[src/rtl/srsw_pkg.sv]
package srsw_pkg;

   // Defaults for the top-level parameters
   localparam int WINDOW_SIZE_DEF = 6;
   localparam int SEQ_SPACE_DEF   = 12;

   // Message framing
   localparam int MSG_BYTES   = 20;
   localparam int LO_W        = 64;
   localparam int MID_W       = 64;
   localparam int HI_W        = 32;
   localparam int GROUP_BYTES = 5;
   localparam int GROUPS      = MSG_BYTES / GROUP_BYTES;
   localparam int GROUP_SUM_W = 11;
   localparam int CHECK_W     = 13;
   localparam int RX_W        = 16;
   localparam int ACK_UNUSED  = -1;

   // Widest sequence number over the parameter range, and the sent width
   localparam int MAX_SEQ_W = 6;
   localparam int TX_SEQ_W  = 4;

   // Front-to-back queue
   localparam int QUEUE_DEPTH = 2;

   // Input function codes
   localparam logic [1:0] FUNC_NEW     = 2'd0;
   localparam logic [1:0] FUNC_ACK     = 2'd1;
   localparam logic [1:0] FUNC_TIMEOUT = 2'd2;
   localparam logic [1:0] FUNC_NONE    = 2'd3;

   typedef enum logic [2:0] {
      ACT_SENT          = 3'd0,
      ACT_RESENT        = 3'd1,
      ACT_DROPPED       = 3'd2,
      ACT_CORRUPT       = 3'd3,
      ACT_OUT_OF_WINDOW = 3'd4,
      ACT_DUPLICATE     = 3'd5,
      ACT_ACCEPTED      = 3'd6
   } action_type;

   typedef enum logic [1:0] {
      TIMER_NONE    = 2'd0,
      TIMER_START   = 2'd1,
      TIMER_STOP    = 2'd2,
      TIMER_RESTART = 2'd3
   } timer_type;

   typedef enum logic [1:0] {
      CMD_NEW,
      CMD_ACK,
      CMD_TIMEOUT
   } cmd_kind_type;

   typedef enum logic [1:0] {
      BACK_IDLE,
      BACK_SLIDE,
      BACK_RESEND
   } back_state_type;

   // Classified event handed from front to back
   typedef struct packed {
      cmd_kind_type                kind;
      logic [LO_W-1:0]             payload_lo;
      logic [MID_W-1:0]            payload_mid;
      logic [HI_W-1:0]             payload_hi;
      logic signed [CHECK_W-1:0]   byte_sum;
      logic                        chk_ok;
      logic                        in_range;
      logic [MAX_SEQ_W-1:0]        ack_seq;
   } cmd_type;

endpackage

[src/rtl/srsw_front.sv]
module srsw_front
   import srsw_pkg::*;
#(
   parameter int SEQ_SPACE = SEQ_SPACE_DEF
) (
   input  logic                   clock,
   input  logic                   reset,
   input  logic                   req_valid,
   output logic                   req_ready,
   input  logic [1:0]             req_func,
   input  logic [LO_W-1:0]        req_payload_lo,
   input  logic [MID_W-1:0]       req_payload_mid,
   input  logic [HI_W-1:0]        req_payload_hi,
   input  logic signed [RX_W-1:0] req_rx_seq,
   input  logic signed [RX_W-1:0] req_rx_ack,
   input  logic signed [RX_W-1:0] req_rx_check,
   output logic                   push_valid,
   output cmd_type                push_data,
   input  logic                   push_ready
);

   localparam int HDR_W = RX_W + 1;
   localparam int SUM_W = RX_W + 2;

   function automatic logic signed [GROUP_SUM_W-1:0] group_sum(
      input logic [GROUP_BYTES*8-1:0] grp
   );
      logic signed [GROUP_SUM_W-1:0] acc;
      acc = '0;
      for (int i = 0; i < GROUP_BYTES; i++) begin
         acc = acc + GROUP_SUM_W'(signed'(grp[8*i +: 8]));
      end
      return acc;
   endfunction

   logic [MSG_BYTES*8-1:0]        msg;
   logic                          take;

   logic                          stage_valid_ff, stage_valid_in;
   cmd_kind_type                  kind_ff, kind_in;
   logic [LO_W-1:0]               lo_ff;
   logic [MID_W-1:0]              mid_ff;
   logic [HI_W-1:0]               hi_ff;
   logic signed [GROUP_SUM_W-1:0] group_ff [GROUPS];
   logic signed [HDR_W-1:0]       hdr_ff;
   logic signed [RX_W-1:0]        check_ff;
   logic                          in_range_ff, in_range_in;
   logic [MAX_SEQ_W-1:0]          ack_ff;

   logic signed [CHECK_W-1:0]     byte_sum;
   logic signed [SUM_W-1:0]       rx_sum;

   assign msg       = {req_payload_hi, req_payload_mid, req_payload_lo};
   assign req_ready = !stage_valid_ff || push_ready;
   assign take      = req_valid && req_ready;

   // Classify the beat and range-check the acknowledged number
   always_comb begin
      case (req_func)
         FUNC_NEW:     kind_in = CMD_NEW;
         FUNC_ACK:     kind_in = CMD_ACK;
         default:      kind_in = CMD_TIMEOUT;
      endcase
      in_range_in = !req_rx_ack[RX_W-1] &&
                    (req_rx_ack[RX_W-2:0] < (RX_W-1)'(SEQ_SPACE));
      stage_valid_in = stage_valid_ff;
      if (push_valid && push_ready) begin
         stage_valid_in = 1'b0;
      end
      // drop the unused function code here
      if (take && req_func != FUNC_NONE) begin
         stage_valid_in = 1'b1;
      end
   end

   always_ff @(posedge clock) begin
      if (reset) begin
         stage_valid_ff <= 1'b0;
      end else begin
         stage_valid_ff <= stage_valid_in;
      end
   end

   // Hold the beat with its partial byte sums
   always_ff @(posedge clock) begin
      if (take) begin
         kind_ff     <= kind_in;
         lo_ff       <= req_payload_lo;
         mid_ff      <= req_payload_mid;
         hi_ff       <= req_payload_hi;
         hdr_ff      <= HDR_W'(req_rx_seq) + HDR_W'(req_rx_ack);
         check_ff    <= req_rx_check;
         in_range_ff <= in_range_in;
         ack_ff      <= req_rx_ack[MAX_SEQ_W-1:0];
         for (int g = 0; g < GROUPS; g++) begin
            group_ff[g] <= group_sum(msg[g*GROUP_BYTES*8 +: GROUP_BYTES*8]);
         end
      end
   end

   // Finish the checksum and build the command
   always_comb begin
      byte_sum = '0;
      for (int g = 0; g < GROUPS; g++) begin
         byte_sum = byte_sum + CHECK_W'(group_ff[g]);
      end
      rx_sum = SUM_W'(hdr_ff) + SUM_W'(byte_sum);

      push_data.kind        = kind_ff;
      push_data.payload_lo  = lo_ff;
      push_data.payload_mid = mid_ff;
      push_data.payload_hi  = hi_ff;
      push_data.byte_sum    = byte_sum;
      push_data.chk_ok      = (rx_sum == SUM_W'(check_ff));
      push_data.in_range    = in_range_ff;
      push_data.ack_seq     = ack_ff;
   end

   assign push_valid = stage_valid_ff;

endmodule

[src/rtl/srsw_queue.sv]
module srsw_queue
   import srsw_pkg::*;
(
   input  logic    clock,
   input  logic    reset,
   input  logic    push_valid,
   input  cmd_type push_data,
   output logic    push_ready,
   output logic    pop_valid,
   output cmd_type pop_data,
   input  logic    pop_ready
);

   localparam int PTR_W = (QUEUE_DEPTH > 1) ? $clog2(QUEUE_DEPTH) : 1;
   localparam int CNT_W = $clog2(QUEUE_DEPTH + 1);
   localparam logic [PTR_W-1:0] LAST_PTR = PTR_W'(QUEUE_DEPTH - 1);

   cmd_type          entries_ff [QUEUE_DEPTH];
   logic [PTR_W-1:0] wr_ptr_ff, wr_ptr_in;
   logic [PTR_W-1:0] rd_ptr_ff, rd_ptr_in;
   logic [CNT_W-1:0] count_ff, count_in;
   logic             push, pop;

   assign push_ready = (count_ff != CNT_W'(QUEUE_DEPTH));
   assign pop_valid  = (count_ff != '0);
   assign pop_data   = entries_ff[rd_ptr_ff];
   assign push       = push_valid && push_ready;
   assign pop        = pop_valid && pop_ready;

   // Advance pointers and occupancy
   always_comb begin
      wr_ptr_in = wr_ptr_ff;
      rd_ptr_in = rd_ptr_ff;
      count_in  = count_ff;
      if (push) begin
         wr_ptr_in = (wr_ptr_ff == LAST_PTR) ? '0 : wr_ptr_ff + 1'b1;
      end
      if (pop) begin
         rd_ptr_in = (rd_ptr_ff == LAST_PTR) ? '0 : rd_ptr_ff + 1'b1;
      end
      if (push && !pop) begin
         count_in = count_ff + 1'b1;
      end else if (pop && !push) begin
         count_in = count_ff - 1'b1;
      end
   end

   always_ff @(posedge clock) begin
      if (reset) begin
         wr_ptr_ff <= '0;
         rd_ptr_ff <= '0;
         count_ff  <= '0;
      end else begin
         wr_ptr_ff <= wr_ptr_in;
         rd_ptr_ff <= rd_ptr_in;
         count_ff  <= count_in;
      end
   end

   always_ff @(posedge clock) begin
      if (push) begin
         entries_ff[wr_ptr_ff] <= push_data;
      end
   end

endmodule

[src/rtl/srsw_back.sv]
module srsw_back
   import srsw_pkg::*;
#(
   parameter int WINDOW_SIZE = WINDOW_SIZE_DEF,
   parameter int SEQ_SPACE   = SEQ_SPACE_DEF
) (
   input  logic                      clock,
   input  logic                      reset,
   input  logic                      cmd_valid,
   input  cmd_type                   cmd_data,
   output logic                      cmd_ready,
   output logic                      rsp_valid,
   input  logic                      rsp_ready,
   output logic [2:0]                rsp_action,
   output logic [1:0]                rsp_timer_cmd,
   output logic [TX_SEQ_W-1:0]       rsp_tx_seq,
   output logic signed [CHECK_W-1:0] rsp_tx_check,
   output logic [LO_W-1:0]           rsp_tx_payload_lo,
   output logic [MID_W-1:0]          rsp_tx_payload_mid,
   output logic [HI_W-1:0]           rsp_tx_payload_hi
);

   localparam int SEQ_W     = (SEQ_SPACE > 2) ? $clog2(SEQ_SPACE) : 1;
   localparam int LIMIT_INT = (WINDOW_SIZE < SEQ_SPACE - 1) ? WINDOW_SIZE : SEQ_SPACE - 1;
   localparam logic [SEQ_W-1:0] LAST_SEQ = SEQ_W'(SEQ_SPACE - 1);
   localparam logic [SEQ_W-1:0] LIMIT    = SEQ_W'(LIMIT_INT);
   localparam int ROW_W = CHECK_W + HI_W + MID_W + LO_W;

   function automatic logic [SEQ_W-1:0] seq_inc(input logic [SEQ_W-1:0] s);
      return (s == LAST_SEQ) ? '0 : s + 1'b1;
   endfunction

   function automatic logic [SEQ_W-1:0] seq_dist(
      input logic [SEQ_W-1:0] a,
      input logic [SEQ_W-1:0] b
   );
      logic [SEQ_W:0] diff;
      diff = {1'b0, a} - {1'b0, b};
      if (a < b) begin
         diff = diff + (SEQ_W+1)'(SEQ_SPACE);
      end
      return diff[SEQ_W-1:0];
   endfunction

   function automatic logic signed [CHECK_W-1:0] frame_check(
      input logic [SEQ_W-1:0]        s,
      input logic signed [CHECK_W-1:0] sum
   );
      return CHECK_W'(sum + CHECK_W'(s) + CHECK_W'(ACK_UNUSED));
   endfunction

   back_state_type            state_ff, state_in;
   logic [SEQ_W-1:0]          base_ff, base_in;
   logic [SEQ_W-1:0]          next_ff, next_in;
   logic [SEQ_SPACE-1:0]      marks_ff, marks_in;
   logic                      was_base_ff, was_base_in;

   logic                      rsp_valid_ff, rsp_valid_in;
   action_type                action_ff, action_in;
   timer_type                 timer_ff, timer_in;
   logic [TX_SEQ_W-1:0]       tx_seq_ff, tx_seq_in;
   logic signed [CHECK_W-1:0] tx_check_ff, tx_check_in;
   logic [LO_W-1:0]           tx_lo_ff, tx_lo_in;
   logic [MID_W-1:0]          tx_mid_ff, tx_mid_in;
   logic [HI_W-1:0]           tx_hi_ff, tx_hi_in;
   logic                      load_rsp;

   logic [ROW_W-1:0]          store_mem [SEQ_SPACE];
   logic [ROW_W-1:0]          rd_row_ff;
   logic [ROW_W-1:0]          wr_row;
   logic                      mem_we;

   logic [SEQ_W-1:0]          outstanding;
   logic [SEQ_W-1:0]          ack;
   logic                      out_free;
   logic signed [CHECK_W-1:0] rd_sum;

   assign outstanding = seq_dist(next_ff, base_ff);
   assign ack         = cmd_data.ack_seq[SEQ_W-1:0];
   assign out_free    = !rsp_valid_ff || rsp_ready;
   assign wr_row      = {cmd_data.byte_sum, cmd_data.payload_hi,
                         cmd_data.payload_mid, cmd_data.payload_lo};
   assign rd_sum      = rd_row_ff[ROW_W-1 -: CHECK_W];

   // Sequencer: execute one command, then slide or resend as needed
   always_comb begin
      state_in    = state_ff;
      base_in     = base_ff;
      next_in     = next_ff;
      marks_in    = marks_ff;
      was_base_in = was_base_ff;
      cmd_ready   = 1'b0;
      mem_we      = 1'b0;
      load_rsp    = 1'b0;
      action_in   = action_ff;
      timer_in    = TIMER_NONE;
      tx_seq_in   = '0;
      tx_check_in = '0;
      tx_lo_in    = '0;
      tx_mid_in   = '0;
      tx_hi_in    = '0;

      case (state_ff)
         BACK_IDLE: begin
            // take a command only when the result register can receive it
            if (cmd_valid && out_free) begin
               cmd_ready = 1'b1;
               case (cmd_data.kind)
                  CMD_NEW: begin
                     load_rsp = 1'b1;
                     if (outstanding >= LIMIT) begin
                        action_in = ACT_DROPPED;
                     end else begin
                        mem_we      = 1'b1;
                        action_in   = ACT_SENT;
                        timer_in    = (outstanding == '0) ? TIMER_START : TIMER_NONE;
                        tx_seq_in   = TX_SEQ_W'(next_ff);
                        tx_check_in = frame_check(next_ff, cmd_data.byte_sum);
                        tx_lo_in    = cmd_data.payload_lo;
                        tx_mid_in   = cmd_data.payload_mid;
                        tx_hi_in    = cmd_data.payload_hi;
                        next_in     = seq_inc(next_ff);
                     end
                  end
                  CMD_ACK: begin
                     if (!cmd_data.chk_ok) begin
                        load_rsp  = 1'b1;
                        action_in = ACT_CORRUPT;
                     end else if (!cmd_data.in_range ||
                                  seq_dist(ack, base_ff) >= outstanding) begin
                        load_rsp  = 1'b1;
                        action_in = ACT_OUT_OF_WINDOW;
                     end else if (marks_ff[ack]) begin
                        load_rsp  = 1'b1;
                        action_in = ACT_DUPLICATE;
                     end else begin
                        marks_in[ack] = 1'b1;
                        was_base_in   = (ack == base_ff);
                        state_in      = BACK_SLIDE;
                     end
                  end
                  default: begin
                     state_in = BACK_RESEND;
                  end
               endcase
            end
         end
         BACK_SLIDE: begin
            // advance the base past one acknowledged entry per cycle
            if (base_ff != next_ff && marks_ff[base_ff]) begin
               marks_in[base_ff] = 1'b0;
               base_in           = seq_inc(base_ff);
            end else begin
               load_rsp  = 1'b1;
               action_in = ACT_ACCEPTED;
               if (was_base_ff) begin
                  timer_in = (base_ff != next_ff) ? TIMER_RESTART : TIMER_STOP;
               end
               state_in = BACK_IDLE;
            end
         end
         BACK_RESEND: begin
            load_rsp    = 1'b1;
            action_in   = ACT_RESENT;
            timer_in    = (outstanding != '0) ? TIMER_START : TIMER_NONE;
            tx_seq_in   = TX_SEQ_W'(base_ff);
            tx_check_in = frame_check(base_ff, rd_sum);
            tx_lo_in    = rd_row_ff[LO_W-1:0];
            tx_mid_in   = rd_row_ff[LO_W +: MID_W];
            tx_hi_in    = rd_row_ff[LO_W+MID_W +: HI_W];
            state_in    = BACK_IDLE;
         end
         default: begin
            state_in = BACK_IDLE;
         end
      endcase

      rsp_valid_in = rsp_valid_ff && !rsp_ready;
      if (load_rsp) begin
         rsp_valid_in = 1'b1;
      end
   end

   always_ff @(posedge clock) begin
      if (reset) begin
         state_ff     <= BACK_IDLE;
         base_ff      <= '0;
         next_ff      <= '0;
         marks_ff     <= '0;
         was_base_ff  <= 1'b0;
         rsp_valid_ff <= 1'b0;
      end else begin
         state_ff     <= state_in;
         base_ff      <= base_in;
         next_ff      <= next_in;
         marks_ff     <= marks_in;
         was_base_ff  <= was_base_in;
         rsp_valid_ff <= rsp_valid_in;
      end
   end

   // Hold the result beat until it is taken
   always_ff @(posedge clock) begin
      if (load_rsp) begin
         action_ff   <= action_in;
         timer_ff    <= timer_in;
         tx_seq_ff   <= tx_seq_in;
         tx_check_ff <= tx_check_in;
         tx_lo_ff    <= tx_lo_in;
         tx_mid_ff   <= tx_mid_in;
         tx_hi_ff    <= tx_hi_in;
      end
   end

   // Payload store: write at the next sequence, read at the base
   always_ff @(posedge clock) begin
      if (mem_we) begin
         store_mem[next_ff] <= wr_row;
      end
      rd_row_ff <= store_mem[base_ff];
   end

   assign rsp_valid          = rsp_valid_ff;
   assign rsp_action         = action_ff;
   assign rsp_timer_cmd      = timer_ff;
   assign rsp_tx_seq         = tx_seq_ff;
   assign rsp_tx_check       = tx_check_ff;
   assign rsp_tx_payload_lo  = tx_lo_ff;
   assign rsp_tx_payload_mid = tx_mid_ff;
   assign rsp_tx_payload_hi  = tx_hi_ff;

`ifndef SYNTHESIS
   assert property (@(posedge clock) disable iff (reset) outstanding <= LIMIT)
      else $error("outstanding count exceeds window limit");
   assert property (@(posedge clock) disable iff (reset)
      state_ff != BACK_IDLE |-> !rsp_valid_ff)
      else $error("result register busy during slide or resend");
   assert property (@(posedge clock) disable iff (reset) !marks_ff[next_ff])
      else $error("ack mark set outside the window");
`endif

endmodule

[src/rtl/selective_repeat_sender_window_unit.sv]
// Selective-repeat ARQ sender window. Each request beat is a new 20-byte
// message, an incoming ACK packet or a timer expiry; each yields one
// response beat with an action code, a timer command and, for sent or resent
// packets, the framed packet (unused function code 3 is taken and dropped).
// A front stage registers the beat with partial byte sums and finishes the
// checksum; a two-entry queue then feeds the back end, which owns the window
// state, ack marks and a payload store with registered reads. A new message
// or a rejected ACK is answered from the idle state; a timeout passes
// through the resend state for the store read, and an accepted ACK through
// the slide state, which moves the base past one acknowledged entry at a
// time. The back end handles one event at a time and takes no new one while
// it is in the slide or resend state; the front keeps taking beats while the
// queue has room and while a response waits to be taken.
module selective_repeat_sender_window_unit
   import srsw_pkg::*;
#(
   parameter int WINDOW_SIZE = WINDOW_SIZE_DEF,
   parameter int SEQ_SPACE   = SEQ_SPACE_DEF
) (
   input  logic                      clock,
   input  logic                      reset,
   input  logic                      req_valid,
   output logic                      req_ready,
   input  logic [1:0]                req_func,
   input  logic [LO_W-1:0]           req_payload_lo,
   input  logic [MID_W-1:0]          req_payload_mid,
   input  logic [HI_W-1:0]           req_payload_hi,
   input  logic signed [RX_W-1:0]    req_rx_seq,
   input  logic signed [RX_W-1:0]    req_rx_ack,
   input  logic signed [RX_W-1:0]    req_rx_check,
   output logic                      rsp_valid,
   input  logic                      rsp_ready,
   output logic [2:0]                rsp_action,
   output logic [1:0]                rsp_timer_cmd,
   output logic [TX_SEQ_W-1:0]       rsp_tx_seq,
   output logic signed [CHECK_W-1:0] rsp_tx_check,
   output logic [LO_W-1:0]           rsp_tx_payload_lo,
   output logic [MID_W-1:0]          rsp_tx_payload_mid,
   output logic [HI_W-1:0]           rsp_tx_payload_hi
);

   logic    push_valid, push_ready;
   cmd_type push_data;
   logic    pop_valid, pop_ready;
   cmd_type pop_data;

   srsw_front #(
      .SEQ_SPACE (SEQ_SPACE)
   ) u_front (
      .clock           (clock),
      .reset           (reset),
      .req_valid       (req_valid),
      .req_ready       (req_ready),
      .req_func        (req_func),
      .req_payload_lo  (req_payload_lo),
      .req_payload_mid (req_payload_mid),
      .req_payload_hi  (req_payload_hi),
      .req_rx_seq      (req_rx_seq),
      .req_rx_ack      (req_rx_ack),
      .req_rx_check    (req_rx_check),
      .push_valid      (push_valid),
      .push_data       (push_data),
      .push_ready      (push_ready)
   );

   srsw_queue u_queue (
      .clock      (clock),
      .reset      (reset),
      .push_valid (push_valid),
      .push_data  (push_data),
      .push_ready (push_ready),
      .pop_valid  (pop_valid),
      .pop_data   (pop_data),
      .pop_ready  (pop_ready)
   );

   srsw_back #(
      .WINDOW_SIZE (WINDOW_SIZE),
      .SEQ_SPACE   (SEQ_SPACE)
   ) u_back (
      .clock              (clock),
      .reset              (reset),
      .cmd_valid          (pop_valid),
      .cmd_data           (pop_data),
      .cmd_ready          (pop_ready),
      .rsp_valid          (rsp_valid),
      .rsp_ready          (rsp_ready),
      .rsp_action         (rsp_action),
      .rsp_timer_cmd      (rsp_timer_cmd),
      .rsp_tx_seq         (rsp_tx_seq),
      .rsp_tx_check       (rsp_tx_check),
      .rsp_tx_payload_lo  (rsp_tx_payload_lo),
      .rsp_tx_payload_mid (rsp_tx_payload_mid),
      .rsp_tx_payload_hi  (rsp_tx_payload_hi)
   );

endmodule

[config.mk]
export PLATFORM = sky130hd
export DESIGN_NAME = selective_repeat_sender_window_unit
export DESIGN_NICKNAME = d
export VERILOG_FILES = /design/src/rtl/srsw_pkg.sv /design/src/rtl/srsw_front.sv /design/src/rtl/srsw_queue.sv /design/src/rtl/srsw_back.sv /design/src/rtl/selective_repeat_sender_window_unit.sv
export SDC_FILE = /design/constraint.sdc
export NUM_CORES = 2
export LEC_CHECK = 0
export BUFFER_PORTS_ARGS = -buffer_cell sky130_fd_sc_hd__buf_2
export CAP_MARGIN = 30
export CORE_MARGIN = 1
export CORE_UTILIZATION = 45
export CTS_BUF_LIST = sky130_fd_sc_hd__clkbuf_16
export DETAILED_ROUTE_END_ITERATION = 8
export GPL_ROUTABILITY_DRIVEN = 0
export PLACE_DENSITY_LB_ADDON = 0.08
export SETUP_SLACK_MARGIN = 0.3
export SLEW_MARGIN = 20
export SYNTH_ARGS = -nofsm -noshare
export SYNTH_HDL_FRONTEND = slang
export SYNTH_SLANG_ARGS = --single-unit
[constraint.sdc]
create_clock -name clock -period 20 [get_ports clock]
set_clock_uncertainty 0.15 [all_clocks]
set_input_delay 2 -clock clock [delete_from_list [all_inputs] [get_ports clock]]
set_output_delay 2 -clock clock [all_outputs]
set_load 0.02 [all_outputs]
==> qor.csv <==
stage,metric,value,unit
outcome,status,completed,
yosys,post-synth top area share,72.0,%
worst_setup_path,"Slowest-stage cell, CP",fa_1,
yosys,post-synthesis adder-cell area fraction,3.59,%
yosys,Post-Syn Area,119000,sq um
detailed_routing,DR WL/cell,28.6,um
floorplan,I/O pin cnt,398,
sta,Max-Slew Margin vs Limit,30.2,%
detailed_routing,WL final,302000,um
sta,final setup TNS,0,ns
pwr,LEAKAGE,45.9,nW
worst_setup_path,reg2reg start,u_front.group_ff[2][2],
yosys,net count after synthesis,6707,
place,Cells after DPL,9960,
yosys,"Warnings, synthesis",0,
grt,largest net degree at the start of global routing,127,
clock_tree,CTS root buffer,clkbuf_16,
flow_run,# Max-Cap Violations,0,
sta,final period utilization,32.8,%
yosys,"Async S/R FF share, synth",0,%
clock_tree,CTS tree,yes,
grt,first-pass GRT wire length,435000,um
grt,initial antenna violation count,31,
worst_setup_path,Setup crit start,u_front.group_ff[2][2],
cells_and_area,final instance area,137000,sq um
floorplan,Starting Density,45.4,%
yosys,dominant cells by area after synthesis,"edfxtp_1 (72%), mux4_2 (9.9%), dfxtp_1 (3.4%)",
yosys,Synth top cells by count,"edfxtp_1 (2864), mux4_2 (523), nand2_1 (402)",
yosys,Yosys cell types,71,
cells_and_area,Nets,7276,
clock_tree,post-CTS setup buffer count,0,
cells_and_area,Area Overhead vs Synth,14.3,%
clock_tree,post-CTS sizing,0,
worst_setup_path,Worst setup EP type,register,
grt,total grt overflow,0,
pwr,total power,20.4,mW
place,Post-DP HPWL,172000,um
worst_setup_path,CP Class,register to register,
sta,pins over their slew limit,0,
sta,fmax,0.153,GHz
worst_hold_path,Hold Startpoint,u_front.mid_ff[28],
worst_setup_path,Worst Path Arrival,7.02,ns
detailed_routing,Routed Antenna Nets,0,
floorplan,Chip Width,517,um
place,"worst slack, placed",13.16,ns
yosys,top-count cell post-synth,edfxtp_1,
yosys,synthesized instance count,6216,
detailed_routing,routed vias,59700,
yosys,Post-Syn Area per Cell,19.2,sq um
place,PortBufs,397,
yosys,sequential-to-total area share from yosys stat,75.4,%
yosys,Synth Area in Simple Gates,2.92,%
worst_setup_path,reg2reg path depth,22,
worst_setup_path,Crit path largest cell delay,0.53,ns
floorplan,die area,268000,sq um
yosys,Most used DFF post-synth,edfxtp_1,
worst_setup_path,startpoint types,register,
pwr,pwr dens,149,nW/um^2
grt,number of global-route vias before repair,61700,
detailed_routing,Iteration-0 DRC Markers,4815,
clock_tree,clk sinks,3067,
worst_hold_path,Worst Hold Class,register to register,
cells_and_area,Finished Core Util,51.9,%
cells_and_area,"non-filler cells, final",10600,
yosys,Post-synth EDFFs,2864,
yosys,cell taking the most area after synthesis,edfxtp_1,
yosys,post-synthesis xor/xnor area fraction,0.895,%
yosys,Compound-Gate Fraction of Synth Area,3.79,%
detailed_routing,Vias/cell,5.64,
sta,worst hold slack,0.292,ns
yosys,main combinational cell family by area after synthesis,multiplexers,
detailed_routing,DR DRC count,0,
floorplan,Cell Rows,188,
worst_setup_path,largest driver fanout on the critical path,7,
place,dpl cell area,126000,sq um
floorplan,Die Height,517,um
sta,Setup-failing EPs final,0,
pwr,maximum vdd drop,0.352,mV
worst_setup_path,worst endpoint required time,20.47,ns
yosys,Yosys reg bits,3067,
clock_tree,worst-skew pair later-pin latency,0.86,ns
clock_tree,Post-CTS Hold Buffers,0,
worst_setup_path,CP Cell Sequence,inv_1 > fa_1 > fa_1 > inv_1 > ha_1 > a21o_1 > a21oi_1 > o21ai_0 > a21oi_1 > o21a_1 > o21ai_0 > o41ai_1 > xnor2_1 > ha_1 > a21oi_1 > inv_1 > a221oi_1 > nand4_1 > a2111oi_0 > nand4_1 > a2111o_1 > a211oi_1,
grt,Tot GR Track Use,22.6,%
clock_tree,H-tree depth,5,
sta,Setup WS post-layout,13.45,ns
floorplan,core area,263000,sq um
sta,hold violation count in the final report,0,
worst_hold_path,worst hold stages,0,
yosys,mux contribution to synthesized area,11.7,%
sta,measured slew at the worst slew-check pin,1.05,ns
clock_tree,clk slew on worst S/H paths,0.06,ns
clock_tree,clk buf depth,4,
detailed_routing,drt pass-1 iters,5,
clock_tree,CTS Buf Count,334,
sta,clock period minus worst slack,6.55,ns
cells_and_area,share of cells above drive strength 1,23.7,%
sta,RSZ-0062 raised after global routing,no,
[per-layer routing]
| layer | global-route usage [%] | routed length (um) |
|---|---|---|
| met1 | 32.5 | 136000 |
| met2 | 37.0 | 146000 |
| met3 | 2.83 | 14600 |
| met4 | 4.98 | 6320 |
| met5 | 0 | 13 |
[cell usage in the layout, fill, tap and decap left out, types with 80 or more instances in the layout]
cell / instances
a21oi_1: 82
a22o_1: 163
a31oi_1: 184
buf_2: 397
buf_4: 84
clkbuf_16: 342
clkinv_1: 80
dfxtp_1: 199
edfxtp_1: 2864
fa_1: 109
ha_1: 167
inv_1: 358
mux2_2: 163
mux4_2: 523
nand2_1: 402
nor2_1: 279
[cells by family after synthesis]
| kind of cell | count (synthesis) |
|---|---|
| and+or+nand+nor | 837 |
| adders and majority gates | 277 |
| buffers and inverters | 553 |
| DFF | 3067 |
| xor gates and xnor gates | 122 |
| muxes | 718 |
| AOI/OAI and AO/OA | 642 |
[layout make-up]
| class | count | area [sq um] |
|---|---|---|
| inverters | 287 | 1090 |
| repair buffers | 499 | 3010 |
| well taps | 3515 | 4400 |
| flip-flops and latches | 3067 | 90100 |
| clock buffers | 342 | 8560 |
| diodes | 4 | 10.0 |
| clock inverters | 268 | 2020 |
| fillers | 21100 | 127000 |
| multi-input cells | 2596 | 27400 |
[flip-flops by register name, summed over array words and instances (netlist names), 32 cells and up, named ones only]
signal / cells
u_back.rsp_tx_payload_mid: 64
u_front.group_ff: 44
u_front.mid_ff: 64
u_back.store_mem: 2076
u_front.hi_ff: 32
u_queue.entries_ff: 362
u_back.rsp_tx_payload_lo: 64
u_front.lo_ff: 64
u_back.rd_row_ff: 173
u_back.rsp_tx_payload_hi: 32
[power by group]
part           switching (mW)  leakage (nW)  total, mW  internal [mW]
registers               0.246          27.8       8.24           8.00
logic                    4.02          12.6       6.18           2.16
clock network            2.48          5.47       5.96           3.47
total                    6.75          45.9       20.4           13.6
[path summary, 6_finish.rpt]
kind	end	slack [ns]
worst min register to register	u_queue.entries_ff[1][81]	0.29
worst max register to register	u_queue.entries_ff[1][7]	13.45
worst max-delay path	u_queue.entries_ff[1][7]	13.45
worst min-delay path	u_queue.entries_ff[1][81]	0.29
[worst max-delay path, delay by kind of cell (launching register included)]
kind | cells | cell delay, ns
AO/OA/AOI/OAI | 12 | 3.10
adder cells (fa/ha/maj) | 4 | 1.68
XOR/XNOR | 1 | 0.46
flip-flops | 1 | 0.37
AND/OR/NAND/NOR | 2 | 0.28
buffers and inverters | 3 | 0.24
No activity file was read; power rests on OpenSTA's default activity.
